===== src/rtl/csg_pkg.sv =====
// ============================================================================
// csg_pkg - shared types and constants of the clipped rectangle span generator
// Holds the clip window layout, the box record and the register map.
// ============================================================================
package csg_pkg;

    localparam int CoordW   = 16;
    localparam int ExtW     = CoordW + 1;
    localparam int PaintW   = 24;
    localparam int NumBoxes = 4;
    localparam int AddrW    = 4;
    localparam int DataW    = 32;

    localparam logic [1:0] REG_CLIP_LEFT   = 2'd0;
    localparam logic [1:0] REG_CLIP_TOP    = 2'd1;
    localparam logic [1:0] REG_CLIP_RIGHT  = 2'd2;
    localparam logic [1:0] REG_CLIP_BOTTOM = 2'd3;

    localparam logic signed [CoordW-1:0] ResetClipLeft   = 16'sd0;
    localparam logic signed [CoordW-1:0] ResetClipTop    = 16'sd0;
    localparam logic signed [CoordW-1:0] ResetClipRight  = 16'sd800;
    localparam logic signed [CoordW-1:0] ResetClipBottom = 16'sd480;

    typedef struct packed {
        logic signed [CoordW-1:0] left;
        logic signed [CoordW-1:0] top;
        logic signed [CoordW-1:0] right;
        logic signed [CoordW-1:0] bottom;
    } clip_t;

    typedef struct packed {
        logic signed [CoordW-1:0] x_lo;
        logic signed [CoordW-1:0] x_hi;
        logic signed [CoordW-1:0] y_lo;
        logic signed [CoordW-1:0] y_hi;
    } box_t;

    typedef struct packed {
        logic [NumBoxes-1:0]               mask;
        box_t [NumBoxes-1:0]               boxes;
        logic [PaintW-1:0]                 paint;
    } box_set_t;

endpackage


===== src/rtl/csg_cfg_regs.sv =====
// ============================================================================
// csg_cfg_regs - clip window registers
// APB-style register file holding the four clip window bounds.
// ============================================================================
module csg_cfg_regs (
    input  logic                           clk,
    input  logic                           rst_n,
    input  logic                           psel,
    input  logic                           penable,
    input  logic                           pwrite,
    input  logic [csg_pkg::AddrW-1:0]      paddr,
    input  logic [csg_pkg::DataW-1:0]      pwdata,
    output logic [csg_pkg::DataW-1:0]      prdata,
    output logic                           pready,
    output csg_pkg::clip_t                 clip
);

    csg_pkg::clip_t clip_reg;
    csg_pkg::clip_t clip_next;
    logic           wr_en;
    logic [1:0]     reg_idx;
    logic signed [csg_pkg::CoordW-1:0] wdata;
    logic signed [csg_pkg::CoordW-1:0] rdata;

    assign pready  = 1'b1;
    assign wr_en   = psel && penable && pwrite && pready;
    assign reg_idx = paddr[csg_pkg::AddrW-1:2];
    assign wdata   = $signed(pwdata[csg_pkg::CoordW-1:0]);

    always_comb
    begin
        clip_next = clip_reg;
        if (wr_en)
        begin
            unique case (reg_idx)
                csg_pkg::REG_CLIP_LEFT:   clip_next.left   = wdata;
                csg_pkg::REG_CLIP_TOP:    clip_next.top    = wdata;
                csg_pkg::REG_CLIP_RIGHT:  clip_next.right  = wdata;
                csg_pkg::REG_CLIP_BOTTOM: clip_next.bottom = wdata;
                default:                  clip_next        = clip_reg;
            endcase
        end
    end

    always_comb
    begin
        unique case (reg_idx)
            csg_pkg::REG_CLIP_LEFT:   rdata = clip_reg.left;
            csg_pkg::REG_CLIP_TOP:    rdata = clip_reg.top;
            csg_pkg::REG_CLIP_RIGHT:  rdata = clip_reg.right;
            csg_pkg::REG_CLIP_BOTTOM: rdata = clip_reg.bottom;
            default:                  rdata = '0;
        endcase
    end

    assign prdata = {{(csg_pkg::DataW-csg_pkg::CoordW){rdata[csg_pkg::CoordW-1]}}, rdata};
    assign clip   = clip_reg;

    always_ff @(posedge clk or negedge rst_n)
    begin
        if (!rst_n)
        begin
            clip_reg.left   <= csg_pkg::ResetClipLeft;
            clip_reg.top    <= csg_pkg::ResetClipTop;
            clip_reg.right  <= csg_pkg::ResetClipRight;
            clip_reg.bottom <= csg_pkg::ResetClipBottom;
        end
        else
        begin
            clip_reg <= clip_next;
        end
    end

endmodule


===== src/rtl/csg_clip.sv =====
// ============================================================================
// csg_clip - request register and clipping logic
// Registers one request and works out all candidate boxes with their mask.
// ============================================================================
module csg_clip (
    input  logic                               clk,
    input  logic                               rst_n,
    input  logic                               start,
    output logic                               busy,
    input  logic signed [csg_pkg::CoordW-1:0]  start_x,
    input  logic signed [csg_pkg::CoordW-1:0]  start_y,
    input  logic signed [csg_pkg::CoordW-1:0]  len_x,
    input  logic signed [csg_pkg::CoordW-1:0]  len_y,
    input  logic                               solid,
    input  logic [csg_pkg::PaintW-1:0]         paint,
    input  csg_pkg::clip_t                     clip,
    input  logic                               take_ok,
    output logic                               set_valid,
    output csg_pkg::box_set_t                  set_out
);

    logic                              valid_reg;
    logic                              valid_next;
    logic signed [csg_pkg::CoordW-1:0] sx_reg;
    logic signed [csg_pkg::CoordW-1:0] sy_reg;
    logic signed [csg_pkg::CoordW-1:0] lx_reg;
    logic signed [csg_pkg::CoordW-1:0] ly_reg;
    logic                              solid_reg;
    logic [csg_pkg::PaintW-1:0]        paint_reg;
    logic                              accept;
    logic                              load;

    logic signed [csg_pkg::ExtW-1:0] xs, ys, xe, ye;
    logic signed [csg_pkg::ExtW-1:0] cl, ct, cr, cb;
    logic signed [csg_pkg::ExtW-1:0] x0, x1, y0, y1;
    logic signed [csg_pkg::ExtW-1:0] xs_p1, ys_p1, xe_m1, ye_m1;
    logic                            rejected;
    logic                            x_ne, y_ne;
    logic [csg_pkg::NumBoxes-1:0]    mask;

    assign load       = valid_reg && take_ok;
    assign busy       = valid_reg && !take_ok;
    assign accept     = start && !busy;
    assign valid_next = accept || (valid_reg && !load);

    always_ff @(posedge clk or negedge rst_n)
    begin
        if (!rst_n)
        begin
            valid_reg <= 1'b0;
        end
        else
        begin
            valid_reg <= valid_next;
        end
    end

    always_ff @(posedge clk)
    begin
        if (accept)
        begin
            sx_reg    <= start_x;
            sy_reg    <= start_y;
            lx_reg    <= len_x;
            ly_reg    <= len_y;
            solid_reg <= solid;
            paint_reg <= paint;
        end
    end

    always_comb
    begin
        xs = csg_pkg::ExtW'(sx_reg);
        ys = csg_pkg::ExtW'(sy_reg);
        xe = xs + csg_pkg::ExtW'(lx_reg);
        ye = ys + csg_pkg::ExtW'(ly_reg);
        cl = csg_pkg::ExtW'(clip.left);
        ct = csg_pkg::ExtW'(clip.top);
        cr = csg_pkg::ExtW'(clip.right);
        cb = csg_pkg::ExtW'(clip.bottom);
        xs_p1 = xs + csg_pkg::ExtW'(1);
        ys_p1 = ys + csg_pkg::ExtW'(1);
        xe_m1 = xe - csg_pkg::ExtW'(1);
        ye_m1 = ye - csg_pkg::ExtW'(1);
        rejected = (xs >= cr) || (ys >= cb) || (xe < cl) || (ye < ct);
        x0 = (xs > cl) ? xs : cl;
        x1 = (xe < cr) ? xe : cr;
        y0 = (ys > ct) ? ys : ct;
        y1 = (ye < cb) ? ye : cb;
        x_ne = x0 < x1;
        y_ne = y0 < y1;

        set_out.paint = paint_reg;
        set_out.boxes = '0;
        mask          = '0;
        if (solid_reg)
        begin
            mask[0] = x_ne && y_ne;
            set_out.boxes[0].x_lo = $signed(x0[csg_pkg::CoordW-1:0]);
            set_out.boxes[0].x_hi = $signed(x1[csg_pkg::CoordW-1:0]);
            set_out.boxes[0].y_lo = $signed(y0[csg_pkg::CoordW-1:0]);
            set_out.boxes[0].y_hi = $signed(y1[csg_pkg::CoordW-1:0]);
        end
        else
        begin
            mask[0] = (ys >= ct) && x_ne;
            mask[1] = (ye <= cb) && (ye > ct) && x_ne;
            mask[2] = (xs >= cl) && y_ne;
            mask[3] = (xe <= cr) && (xe > cl) && y_ne;
            set_out.boxes[0].x_lo = $signed(x0[csg_pkg::CoordW-1:0]);
            set_out.boxes[0].x_hi = $signed(x1[csg_pkg::CoordW-1:0]);
            set_out.boxes[0].y_lo = sy_reg;
            set_out.boxes[0].y_hi = $signed(ys_p1[csg_pkg::CoordW-1:0]);
            set_out.boxes[1].x_lo = $signed(x0[csg_pkg::CoordW-1:0]);
            set_out.boxes[1].x_hi = $signed(x1[csg_pkg::CoordW-1:0]);
            set_out.boxes[1].y_lo = $signed(ye_m1[csg_pkg::CoordW-1:0]);
            set_out.boxes[1].y_hi = $signed(ye[csg_pkg::CoordW-1:0]);
            set_out.boxes[2].x_lo = sx_reg;
            set_out.boxes[2].x_hi = $signed(xs_p1[csg_pkg::CoordW-1:0]);
            set_out.boxes[2].y_lo = $signed(y0[csg_pkg::CoordW-1:0]);
            set_out.boxes[2].y_hi = $signed(y1[csg_pkg::CoordW-1:0]);
            set_out.boxes[3].x_lo = $signed(xe_m1[csg_pkg::CoordW-1:0]);
            set_out.boxes[3].x_hi = $signed(xe[csg_pkg::CoordW-1:0]);
            set_out.boxes[3].y_lo = $signed(y0[csg_pkg::CoordW-1:0]);
            set_out.boxes[3].y_hi = $signed(y1[csg_pkg::CoordW-1:0]);
        end
        set_out.mask = rejected ? '0 : mask;
    end

    assign set_valid = load;

endmodule


===== src/rtl/csg_emit.sv =====
// ============================================================================
// csg_emit - box buffer and result register
// Holds the boxes of one request and sends them out one per cycle.
// ============================================================================
module csg_emit (
    input  logic                               clk,
    input  logic                               rst_n,
    input  logic                               set_valid,
    input  csg_pkg::box_set_t                  set_in,
    output logic                               take_ok,
    output logic                               box_valid,
    output logic signed [csg_pkg::CoordW-1:0]  box_x_lo,
    output logic signed [csg_pkg::CoordW-1:0]  box_x_hi,
    output logic signed [csg_pkg::CoordW-1:0]  box_y_lo,
    output logic signed [csg_pkg::CoordW-1:0]  box_y_hi,
    output logic [csg_pkg::PaintW-1:0]         box_paint,
    output logic                               final_box
);

    logic [csg_pkg::NumBoxes-1:0] mask_reg;
    logic [csg_pkg::NumBoxes-1:0] mask_next;
    logic [csg_pkg::NumBoxes-1:0] pick;
    logic [csg_pkg::NumBoxes-1:0] rest;
    csg_pkg::box_t [csg_pkg::NumBoxes-1:0] boxes_reg;
    logic [csg_pkg::PaintW-1:0]   paint_reg;
    csg_pkg::box_t                sel_box;
    logic                         valid_reg;
    logic                         valid_next;
    logic                         final_reg;
    logic                         final_next;
    csg_pkg::box_t                out_box_reg;
    logic [csg_pkg::PaintW-1:0]   out_paint_reg;

    assign take_ok = ($countones(mask_reg) <= 1);
    assign pick    = mask_reg & (~mask_reg + 1'b1);
    assign rest    = mask_reg & ~pick;

    always_comb
    begin
        sel_box = boxes_reg[0];
        for (int i = csg_pkg::NumBoxes - 1; i >= 0; i--)
        begin
            if (pick[i])
            begin
                sel_box = boxes_reg[i];
            end
        end
        valid_next = |mask_reg;
        final_next = (|mask_reg) && (rest == '0);
        mask_next  = set_valid ? set_in.mask : rest;
    end

    always_ff @(posedge clk or negedge rst_n)
    begin
        if (!rst_n)
        begin
            mask_reg  <= '0;
            valid_reg <= 1'b0;
            final_reg <= 1'b0;
        end
        else
        begin
            mask_reg  <= mask_next;
            valid_reg <= valid_next;
            final_reg <= final_next;
        end
    end

    always_ff @(posedge clk)
    begin
        if (set_valid)
        begin
            boxes_reg <= set_in.boxes;
            paint_reg <= set_in.paint;
        end
        if (|mask_reg)
        begin
            out_box_reg   <= sel_box;
            out_paint_reg <= paint_reg;
        end
    end

    assign box_valid = valid_reg;
    assign final_box = final_reg;
    assign box_x_lo  = out_box_reg.x_lo;
    assign box_x_hi  = out_box_reg.x_hi;
    assign box_y_lo  = out_box_reg.y_lo;
    assign box_y_hi  = out_box_reg.y_hi;
    assign box_paint = out_paint_reg;

endmodule


===== src/rtl/clipped_rectangle_span_gen.sv =====
// ============================================================================
// clipped_rectangle_span_gen - clipped rectangle fill and outline boxes
// Clips each rectangle request against the clip window and gives the boxes
// to paint: at most a single box in fill mode, and in outline mode any of the
// edges top, bottom, left and right.
//
//   channel   handshake                     payload
//   request   start in, busy out            start_x start_y len_x len_y solid paint
//   box       box_valid out (no stall)      box_x_lo box_x_hi box_y_lo box_y_hi
//                                           box_paint final_box
//   config    APB psel penable pwrite       paddr pwdata prdata pready
//
// A request is registered, clipped in one pass and its boxes are loaded into
// a four-entry box buffer; each box then passes through a result register.
// The buffer sends one box a cycle, up to four per request, and takes the
// next request's boxes as its last box goes out. busy is high while
// the request register waits for the buffer. Reset is asynchronous and
// clears all control state; the clip window resets to 0, 0, 800, 480.
// ============================================================================
module clipped_rectangle_span_gen (
    input  logic                               clk,
    input  logic                               rst_n,
    input  logic                               psel,
    input  logic                               penable,
    input  logic                               pwrite,
    input  logic [csg_pkg::AddrW-1:0]          paddr,
    input  logic [csg_pkg::DataW-1:0]          pwdata,
    output logic [csg_pkg::DataW-1:0]          prdata,
    output logic                               pready,
    input  logic                               start,
    output logic                               busy,
    input  logic signed [csg_pkg::CoordW-1:0]  start_x,
    input  logic signed [csg_pkg::CoordW-1:0]  start_y,
    input  logic signed [csg_pkg::CoordW-1:0]  len_x,
    input  logic signed [csg_pkg::CoordW-1:0]  len_y,
    input  logic                               solid,
    input  logic [csg_pkg::PaintW-1:0]         paint,
    output logic                               box_valid,
    output logic signed [csg_pkg::CoordW-1:0]  box_x_lo,
    output logic signed [csg_pkg::CoordW-1:0]  box_x_hi,
    output logic signed [csg_pkg::CoordW-1:0]  box_y_lo,
    output logic signed [csg_pkg::CoordW-1:0]  box_y_hi,
    output logic [csg_pkg::PaintW-1:0]         box_paint,
    output logic                               final_box
);

    csg_pkg::clip_t    clip;
    csg_pkg::box_set_t box_set;
    logic              set_valid;
    logic              take_ok;

    csg_cfg_regs u_cfg (
        .clk     (clk),
        .rst_n   (rst_n),
        .psel    (psel),
        .penable (penable),
        .pwrite  (pwrite),
        .paddr   (paddr),
        .pwdata  (pwdata),
        .prdata  (prdata),
        .pready  (pready),
        .clip    (clip)
    );

    csg_clip u_clip (
        .clk       (clk),
        .rst_n     (rst_n),
        .start     (start),
        .busy      (busy),
        .start_x   (start_x),
        .start_y   (start_y),
        .len_x     (len_x),
        .len_y     (len_y),
        .solid     (solid),
        .paint     (paint),
        .clip      (clip),
        .take_ok   (take_ok),
        .set_valid (set_valid),
        .set_out   (box_set)
    );

    csg_emit u_emit (
        .clk       (clk),
        .rst_n     (rst_n),
        .set_valid (set_valid),
        .set_in    (box_set),
        .take_ok   (take_ok),
        .box_valid (box_valid),
        .box_x_lo  (box_x_lo),
        .box_x_hi  (box_x_hi),
        .box_y_lo  (box_y_lo),
        .box_y_hi  (box_y_hi),
        .box_paint (box_paint),
        .final_box (final_box)
    );

    a_final_needs_valid: assert property (@(posedge clk) disable iff (!rst_n)
        final_box |-> box_valid)
        else $error("final_box without box_valid");

    a_boxes_contiguous: assert property (@(posedge clk) disable iff (!rst_n)
        box_valid && !final_box |=> box_valid)
        else $error("gap inside the boxes of one item");

    a_paint_held: assert property (@(posedge clk) disable iff (!rst_n)
        box_valid && !final_box |=> $stable(box_paint))
        else $error("colour changed inside the boxes of one item");

    a_busy_drains: assert property (@(posedge clk) disable iff (!rst_n)
        busy |-> !take_ok && !set_valid)
        else $error("busy while the box buffer can take the item");

endmodule


===== config.mk =====
export PLATFORM = sky130hd
export DESIGN_NAME = clipped_rectangle_span_gen
export DESIGN_NICKNAME = d
export VERILOG_FILES = /design/src/rtl/csg_pkg.sv /design/src/rtl/csg_cfg_regs.sv /design/src/rtl/csg_clip.sv /design/src/rtl/csg_emit.sv /design/src/rtl/clipped_rectangle_span_gen.sv
export SDC_FILE = /design/constraint.sdc
export NUM_CORES = 1
export LEC_CHECK = 0
export BUFFER_PORTS_ARGS = -buffer_cell sky130_fd_sc_hd__buf_2
export CAP_MARGIN = 10
export CORE_MARGIN = 2
export CORE_UTILIZATION = 60
export DETAILED_ROUTE_END_ITERATION = 12
export PLACE_DENSITY = 0.79
export REMOVE_ABC_BUFFERS = 1
export SYNTH_ARGS = -nofsm -noshare
export SYNTH_HDL_FRONTEND = slang
export SYNTH_SLANG_ARGS = --single-unit

===== constraint.sdc =====
create_clock -name clk -period 34.1 [get_ports clk]
set_input_delay 3.41 -clock clk [delete_from_list [all_inputs] [get_ports clk]]
set_output_delay 3.41 -clock clk [all_outputs]
set_load 0.01 [all_outputs]

==> results.txt <==
The total of max-cap violations came out at 0. Summed over all failing endpoints, the final setup total negative slack is 0 ps. The worst hold path begins at u_emit.paint_reg[16]. The proportion of power drawn by the clock network is just under 30%. The final number of max-transition violations came out at 0. The number of different library cells in the post-synthesis netlist came out at around 70. The yosys synthesis warning count came out at 0. The final weighted congestion in routability-driven placement came out at 0.954. For this run the aggregate overflow at the end of global routing stands at 0. Of the total power, combinational logic draws around 29%. The detailed-route via count came out at ~19000. The clock latency at the later pin of the worst-skew pair came out at 630 ps.

The buffer levels on the longest clock path came out at 3. The share of the clock period used by the worst path after layout came out at between 20% and 30%. The gate count after technology mapping is between 2000 and 2500. The setup slack of the worst register-to-register path came out at around 26000 ps. Setup repair after global routing left no endpoint under its margin. At the pin with the least slew margin, the transition time is between 1000 and 1500 ps. The number of nets in the final layout is about 2800. Summing every instance area after synthesis gives ~26000 um2. The worst hold endpoint is u_emit.box_paint[16]. The via density per instance is 6.14. TritonCTS built the clock tree.

The number of flops mapped to enable cells by yosys is around 430. STA classifies the critical path endpoint as a primary output. The post-cts hold buffer count came out at 0. The worst path required time is about 31000 ps.

The residual antenna-violating net count after detailed routing came out at 0. In this run the critical register-to-register path is captured at u_emit.mask_reg[1]. The area growth from synthesis to final layout is 12.9%.

After synthesis, the mean cell area works out to approximately 12 um2. For this design the top-level I/O count stands at ~260. The clock sink count is about 500.

The clock-pin slew reported for the worst setup and hold paths after clock tree synthesis came out at roughly 50 ps. The relative slew slack is approximately 23%. The count of input and output buffers is between 200 and 250. The number of endpoints with negative hold slack in the final report is 0. The overall routing resource usage is between 30% and 40%. The worst path arrival time came out at slightly below 5000 ps.

From left edge to right edge, the die measures ~210 um. Based on the critical path, the design can be clocked at up to 122 MHz. The fraction of registers with async set/reset is around 14%. The worst setup path is of the in2out kind. Counting the fill cells in the layout gives about 3200.

The internal power contribution is 1.28 mW. The number of cells on the worst reg-to-reg path is 27. The total clock buffers created by CTS is 52. The type of the most critical hold path is reg2reg. The register with the most flip-flops in the layout has 224 of them. The highest ir drop seen on vdd is about 0.000056 V.

In this run the number of H-tree levels came out at 2. Of all nets on the critical path, the largest fanout is 20. The fraction of layout instances using a drive strength above 1 came out at between 10% and 20%. The starting density of the core came out at 60.9%. The die outline area is approximately 46000 um2. The number of cells traversed by the worst hold path is 0. For this run, the detailed router's first-pass iteration total came to 5. The most used flip-flop cell after synthesis is edfxtp_1. The static power due to leakage came out at 11.8 nW. The sequential cell fraction of total power came out at 42.1%. The count of routing violations after the opening detailed-route iteration is between 2000 and 2500. The area of the core region is around 43000 um2. The worst hold slack after final layout came out at between 400 and 500 ps. The power per cell area is around 64 nW/um2. The first global-routing pass estimated approximately 110000 um of wire. The startpoint of the most critical setup path is paddr[3]. Post-CTS timing repair inserted 0 buffers for setup.

The end-of-flow core utilization came out at 68.8%. The detailed-placement wirelength estimate came out at roughly 50000 um. The number of failing setup endpoints in the final timing report came out at 0. STA classifies the critical path startpoint as a primary input. Post-CTS repair changed the size of 0 cells. The clock period minus final worst setup slack came out at 8230 ps. The root buffer cell chosen for the clock tree is clkbuf_16. In this run the critical register-to-register path is launched from u_clip.sx_reg[2]. After detailed routing, the number of remaining DRC violations is 0.

The run finished with clean final reports. The via count of the first global-routing pass came out at approximately 19000. Dividing the detail-routed wire length by the instance count gives 22.7 um.

The maximum number of pins on one net before global-route repair is ~230. The switching part of the total power came out at 32.6%. The die is about 210 um tall. The maximum clock skew at final layout is roughly 36 ps. The sequential area share after synthesis came out at a little under three fifths. The initial antenna violation count is 7. For this block, the routed nets add up to 70700 um of wire.

The number of synthesized register bits came out at between 400 and 500. The floorplan has 76 rows. The analysis attributes to net switching a power of 0.622 mW.
==> metrics by stage <==
step | power, mW | setup WS (ps) | area [um2] | std cells
6_report | 1.91 | 25870 | 29700 | 3115
5_1_grt | 2.00 | 25530 | 29700 | 3114
4_1_cts | 1.90 | 25860 | 29700 | 3111
3_5_place_dp | 1.35 | 25870 | 28000 | 3014
3_3_place_gp | 1.33 | 25890 | 28000 | 3014
2_1_floorplan | 1.17 | 9420 | 25800 | 2168
==> per-layer routing <==
layer / up-vias / global-route usage, % / wire length, um
li1: 8797 / - / -
met2: 852 / 49.0 / 32200
met1: 9354 / 45.7 / 30700
met3: 106 / 5.66 / 6280
met5: - / 0 / 52
met4: 8 / 8.41 / 1420
==> cells in the final DEF (no fill, tap or decap), types with 16 or more instances in the layout <==
master       n
ha_1       205
mux4_2      16
nand4_1     39
dfrtp_1     63
inv_1      129
edfxtp_1   425
xnor2_1     35
nor2_1     228
nand3_1     30
a21o_1      30
nor3b_1     33
a21oi_1    200
nor3_1      23
a211oi_1    45
buf_2      234
mux2_2      50
buf_4       25
clkbuf_1    19
xor2_1      27
mux2i_1     51
nor2b_1     72
o21ai_0    138
clkbuf_16   52
nand2_1    150
==> cell usage after synthesis (12+ instances only) <==
| master | n | area share, % |
|---|---|---|
| edfxtp_1 | 425 | 49 |
| nor2_1 | 228 | 3.3 |
| ha_1 | 206 | 9.8 |
| a21oi_1 | 201 | 3.8 |
| nand2_1 | 153 | 2.2 |
| o21ai_0 | 138 | 2.6 |
| inv_1 | 129 | 1.8 |
| clkbuf_1 | 85 | 1.2 |
| nor2b_1 | 72 | 1.7 |
| dfrtp_1 | 64 | 6.1 |
| mux2i_1 | 51 | 1.9 |
| mux2_2 | 50 | 2.1 |
| a211oi_1 | 45 | 1.3 |
| nand4_1 | 39 | 0.93 |
| nor3b_1 | 35 | 1.0 |
| xnor2_1 | 35 | 1.2 |
| a21o_1 | 30 | 0.86 |
| nand3_1 | 30 | 0.57 |
| xor2_1 | 28 | 0.93 |
| nor3_1 | 24 | 0.46 |
| buf_4 | 17 | 0.49 |
| mux4_2 | 16 | 1.4 |
| o21a_1 | 12 | 0.34 |
| or3_1 | 12 | 0.29 |
==> worst max path at each step <==
stage / to / cells after the start
3_3_place_gp: prdata[0] / 3
5_1_grt: u_emit.mask_reg[1] / 26
2_1_floorplan: u_emit.mask_reg[1] / 13
3_5_place_dp: prdata[0] / 3
4_1_cts: prdata[0] / 3
6_report: prdata[0] / 3
==> power by group through the flow <==
stage	Clock (mW)	Sequential (mW)	Combinational, mW
final	0.553	0.802	0.551
after global routing	0.582	0.808	0.609
after CTS	0.561	0.801	0.542
after detailed placement	0	0.814	0.535
after global placement	0	0.809	0.519
after floorplan	0	0.809	0.359
==> layout make-up <==
class / count / area, um2 / share of cell area [%]
Clock inverter: 20 / 206 / 0.695
Clock buffer: 77 / 1460 / 4.90
Timing Repair Buffer: 262 / 1400 / 4.73
Inverter: 129 / 484 / 1.63
Multi-Input combinational cell: 1543 / 10800 / 36.5
Tap cell: 585 / 732 / 2.47
Antenna cell: 3 / 7.51 / 0.0253
Sequential cell: 496 / 14500 / 49.0
==> critical path: stages <==
cell and delay (ps):
buf_2 540, mux4_2 670, buf_2 170
==> logic make-up (layout without fill, tap and decap cells) <==
family / count (synthesis) / in the layout / share of synthesized area [%]
and+or+nand+nor: 652 / 652 / 12.1
AOI/OAI and AO/OA: 500 / 500 / 11.2
DFF: 496 / 496 / 55.3
buffers and inverters: 239 / 488 / 3.66
adders and majority gates: 209 / 209 / 10.0
muxes: 118 / 118 / 5.50
xor gates and xnor gates: 63 / 63 / 2.10
other: 1 / 4 / 0.0143
Power figures use the tool's default switching activity.
